==> src/sv/speed_profile_time_interpolator_defines.svh <==
// ---------------------------------------------------------------------------
// speed profile time interpolator assertion macros
// ---------------------------------------------------------------------------
`ifndef SPEED_PROFILE_TIME_INTERPOLATOR_DEFINES_SVH
`define SPEED_PROFILE_TIME_INTERPOLATOR_DEFINES_SVH
`ifndef NO_ASSERTIONS
`define SPTI_ASSERT(label, prop) \
  label: assert property (@(posedge clk_i) disable iff (!rst_ni) prop) \
    else $error("assertion failed");
`define SPTI_ASSERT_RST(label, prop) \
  label: assert property (@(posedge clk_i) prop) else $error("assertion failed");
`else
`define SPTI_ASSERT(label, prop)
`define SPTI_ASSERT_RST(label, prop)
`endif
`endif

==> src/sv/spti_pkg.sv <==
// ---------------------------------------------------------------------------
// spti_pkg
// types and constants of the speed profile time interpolator
// ---------------------------------------------------------------------------
package spti_pkg;
  localparam int MaxPoints = 256;
  localparam int AddrW = $clog2(MaxPoints);
  localparam int CntW = AddrW + 1;

  localparam logic [1:0] OpAppend = 2'd0;
  localparam logic [1:0] OpQuery = 2'd1;
  localparam logic [1:0] OpClear = 2'd2;
  localparam logic [1:0] OpNop = 2'd3;

  localparam logic [2:0] StOk = 3'd0;
  localparam logic [2:0] StFew = 3'd1;
  localparam logic [2:0] StRange = 3'd2;
  localparam logic [2:0] StFull = 3'd3;
  localparam logic [2:0] StOrder = 3'd4;

  typedef struct packed {
    logic [31:0] t;
    logic [31:0] d;
    logic [31:0] v;
    logic [31:0] a;
    logic [31:0] j;
  } point_t;

  typedef enum logic [3:0] {
    S_IDLE, S_RDLAST, S_RDFIRST, S_CHECK, S_SRCH, S_SRCHW, S_RDP1, S_RDP0,
    S_WAITP0, S_MUL, S_DIV, S_OUT
  } state_e;

  typedef struct packed {
    logic        start;
    logic [63:0] mag;
    logic [31:0] den;
  } div_req_t;
endpackage

==> src/sv/spti_divider.sv <==
// ---------------------------------------------------------------------------
// spti_divider
// restoring divider, 64 by 32 bits, one quotient bit a cycle
// ---------------------------------------------------------------------------
module spti_divider (
  input  logic               clk_i,
  input  logic               rst_ni,
  input  spti_pkg::div_req_t req_i,
  output logic               done_o,
  output logic [63:0]        quo_o
);
  import spti_pkg::*;
  logic [63:0] quo_q;
  logic [31:0] rem_q;
  logic [31:0] den_q;
  logic [6:0]  cnt_q;
  logic        busy_q;
  logic [32:0] trial;

  assign trial = {rem_q, quo_q[63]} - {1'b0, den_q};

  always_ff @(posedge clk_i or negedge rst_ni) begin
    if (!rst_ni) begin
      busy_q <= 1'b0;
      cnt_q <= '0;
      done_o <= 1'b0;
    end else begin
      done_o <= 1'b0;
      if (req_i.start) begin
        busy_q <= 1'b1;
        cnt_q <= 7'd0;
      end else if (busy_q) begin
        cnt_q <= cnt_q + 7'd1;
        if (cnt_q == 7'd63) begin
          busy_q <= 1'b0;
          done_o <= 1'b1;
        end
      end
    end
  end

  always_ff @(posedge clk_i) begin
    if (req_i.start) begin
      quo_q <= req_i.mag;
      rem_q <= '0;
      den_q <= req_i.den;
    end else if (busy_q) begin
      if (!trial[32]) begin
        rem_q <= trial[31:0];
        quo_q <= {quo_q[62:0], 1'b1};
      end else begin
        rem_q <= {rem_q[30:0], quo_q[63]};
        quo_q <= {quo_q[62:0], 1'b0};
      end
    end
  end

  assign quo_o = quo_q;
endmodule

==> config.mk <==
export PLATFORM = sky130hd
export DESIGN_NAME = spti_divider
export DESIGN_NICKNAME = d
export VERILOG_FILES = /design/src/sv/speed_profile_time_interpolator_defines.svh /design/src/sv/spti_pkg.sv /design/src/sv/spti_divider.sv
export SDC_FILE = /design/constraint.sdc
export NUM_CORES = 1
export LEC_CHECK = 0
export BUFFER_PORTS_ARGS = -buffer_cell sky130_fd_sc_hd__buf_4
export CAP_MARGIN = 20
export CORE_UTILIZATION = 49
export DETAILED_ROUTE_END_ITERATION = 12
export MAX_ROUTING_LAYER = met4
export PLACE_DENSITY = 0.76
export SLEW_MARGIN = 20
export SYNTH_ARGS = -nofsm -noshare
export SYNTH_HDL_FRONTEND = slang
export SYNTH_SLANG_ARGS = --single-unit
export TNS_END_PERCENT = 20
==> constraint.sdc <==
create_clock -name clk_i -period 3.03 [get_ports clk_i]
set_clock_uncertainty 0.1 [all_clocks]
set_input_delay 0.4545 -clock clk_i [delete_from_list [all_inputs] [get_ports clk_i]]
set_output_delay 0.4545 -clock clk_i [all_outputs]
set_load 0.01 [all_outputs]
==> flow_summary.json <==
{
  "clk_latency_ns": 0.42,
  "cp.required_ns": 3.26,
  "place_congestion": 0.992,
  "grt_pass1_vias": 6044,
  "hold_class": "in2reg",
  "status": "completed",
  "antenna_found_initial": 0,
  "syn_avg_cell_area_sq_um": 10.9,
  "setup_tns_ns": 0,
  "synth-seq-cells": 137,
  "floorplan.rows": 44,
  "rsz0062_at_grt": "yes",
  "antenna_left": 0,
  "die_area_sq_um": 15400,
  "clock-sinks": 137,
  "cpMostUsedCell": "buf_6",
  "first_iter_violations": 377,
  "cts_tree": "done",
  "wirelength_mm": 19.2,
  "yosysWarningCount": 0,
  "vias": 5938,
  "path_buf_inv": 3,
  "preCtsSetupSlack_ns": -0.0248,
  "fmax_ghz": 0.334,
  "path_delay_family": "compound AO/OA/AOI/OAI gates",
  "synth_edf_count": 96,
  "max-cap-violations": 0,
  "drv_slew": 0,
  "stdcell_count": 1060,
  "final_layout_size_suffix_gt1_share_pct": 39.0,
  "drt_pass1_iterations": 5,
  "finalCritPeriodShare_pct": 98.8,
  "fp.coreArea_sq_um": 14500,
  "cts_buffer_depth": 2,
  "vdd_drop_max_mv": 0.528,
  "start_util_pct": 50.2,
  "crit_path_start_kind": "flop",
  "die_y_um": 124,
  "root_buffer": "clkbuf_16",
  "syn-cell-area_sq_um": 7300,
  "final_nets": 996,
  "setup_viol": 0,
  "clk_pin_slew_worst_paths_ns": 0.06,
  "max_slew_margin_pct": 70.5,
  "path_cells": "inv_1 -> ha_2 -> fa_2 -> nand2b_4 -> a211oi_4 -> o21ai_2 -> a21oi_2 -> o32ai_4 -> buf_6 -> xnor2_4 -> buf_6 -> nand2_1 -> a311oi_2",
  "diodes": 0,
  "critPathMaxFanout": 7,
  "slowest_stage": "edfxtp_1",
  "ys_seq_area_share_pct": 51.3,
  "grt_overflow_total": 0,
  "power_mw": 7.56,
  "grt_first_pass_wirelength_mm": 29.0,
  "post-route-util_pct": 67.3,
  "synthFlopType": "edfxtp_1",
  "leakage_nw": 4.15,
  "wl_per_cell_um": 18.1,
  "end_kind": "flop",
  "io_pins": 164,
  "layout_min_cycle_time_ns": 3.00,
  "htreeDepth": 4,
  "syn_nets": 805,
  "portBuffers": 163,
  "synth-async-reset-ratio_pct": 6.57,
  "dp.cells": 1019,
  "finalHoldViolCount": 0,
  "ys_types": 57,
  "postSynthCellCount": 672,
  "cts_buffers": 17,
  "grt_max_degree": 66,
  "track_usage_pct": 25.6,
  "route.detailed.drc": 0,
  "area_growth_syn_to_layout_pct": 34.0,
  "die_x_um": 124,
  "cp_data_arrival_time_ns": 3.22,
  "power_density_nw_per_um2": 772,
  "hpwl_mm": 13.7,
  "via_per_inst": 5.60,
  "slowest_delay_ns": 0.35,
  "postLayoutSetupSlackWorst_ns": 0.0350,
  "worst_slew_pin_slew_ns": 0.437,
  "worst-setup-path-type": "reg2reg"
}
-- timing repair --
action / 4_1_cts / 5_1_grt
hold buffers: 1 / 0
setup buffers: 0 / 5
pin swaps: 0 / 20
setup endpoints to repair: 5 / 32
hold endpoints to repair: 9 / 0
gates resized for setup: 3 / 47
cloned: 0 / 3
-- area by class of cell --
cell class	count	area, sq um
well taps	184	230
fillers	1112	4750
flip-flops and latches	137	3750
repair buffers	206	1600
clock buffers	18	429
clock inverters	14	135
multi-input cells	460	3480
inverters	41	154
-- through the flow --
stage / hold slack (ns) / area (sq um)
3_5_place_dp: 0.180 / 8940
4_1_cts: 0.0870 / 9530
2_1_floorplan: 0.0589 / 7330
3_3_place_gp: 0.182 / 8940
5_1_grt: 0.0913 / 9780
6_report: 0.106 / 9780
-- layer usage --
layer	GRT usage [%]	vias to the layer above	wire, um
met2	42.6	204	9690
met3	8.33	21	1510
li1	-	2860	-
met4	7.44	0	303
met5	-	-	0
met1	29.4	2853	7680
-- final timing paths --
kind	startpoint	end	slack, ns	cells after the start
max reg2reg	quo_o[63]	rem_q[28]	0.03	13
max in group asynchronous	rst_ni	busy_q	2.40	2
min in group asynchronous	rst_ni	done_o	0.29	2
max	quo_o[63]	rem_q[28]	0.03	13
min	req_i[24]	den_q[24]	0.11	1
min reg2reg	rem_q[1]	rem_q[1]	0.40	2
-- cells in the mapped netlist (11+ instances only) --
cell,n,area (sq um)
xor2_1,12,105
nand4_1,11,68.8
inv_1,41,154
ha_1,33,413
xnor2_1,17,149
o21ai_0,28,140
dfxtp_1,32,641
edfxtp_1,96,2880
a21oi_1,38,190
nand2_1,69,259
a311oi_1,21,184
nor2_1,53,199
clkbuf_1,31,116
mux2_2,63,709
-- where the power goes --
group	switching, mW	internal, mW	total [mW]
sequential	0.240	2.33	2.57
clock	0.845	1.15	1.99
combinational	1.58	1.41	3.00
-- cells by family after synthesis --
group	after synthesis	synth area share, %
adder cells (fa/ha/maj)	34	5.93
AO/OA/AOI/OAI	148	13.8
AND/OR/NAND/NOR	182	11.2
XOR/XNOR	30	3.70
buffers and inverters	75	3.89
multiplexers	66	10.1
flip-flops	137	51.3
-- cells in the final DEF (no fill, tap or decap), types with 4 or more instances in the layout --
cell type / netlist / layout
inv_1: 41 / 40
nor3_1: 10 / 9
ha_1: 33 / 31
a211oi_1: 10 / 7
dfrtp_1: 9 / 8
o21bai_1: 4 / 4
o21ai_1: 2 / 4
o21a_1: 7 / 7
nand2b_1: 9 / 8
a311oi_2: 0 / 13
dfxtp_1: 32 / 32
a21o_1: 6 / 6
clkinv_4: 0 / 4
nand2_1: 69 / 65
nor2_1: 53 / 53
or3_1: 5 / 4
edfxtp_1: 96 / 96
o21ai_0: 28 / 25
nand3_1: 9 / 8
a31oi_1: 5 / 5
inv_6: 0 / 6
nand4_1: 11 / 11
buf_4: 0 / 196
mux2_2: 63 / 63
xor2_1: 12 / 12
clkbuf_16: 0 / 17
buf_6: 0 / 7
a21oi_1: 38 / 36
a311oi_1: 21 / 8
xnor2_1: 17 / 16
-- sequential cells by signal, summed over array words and instances (netlist names) --
name	cells
rem_q	32
done_o	1
busy_q	1
cnt_q	7
den_q	32
quo_o	64
Power figures use the tool's default switching activity.
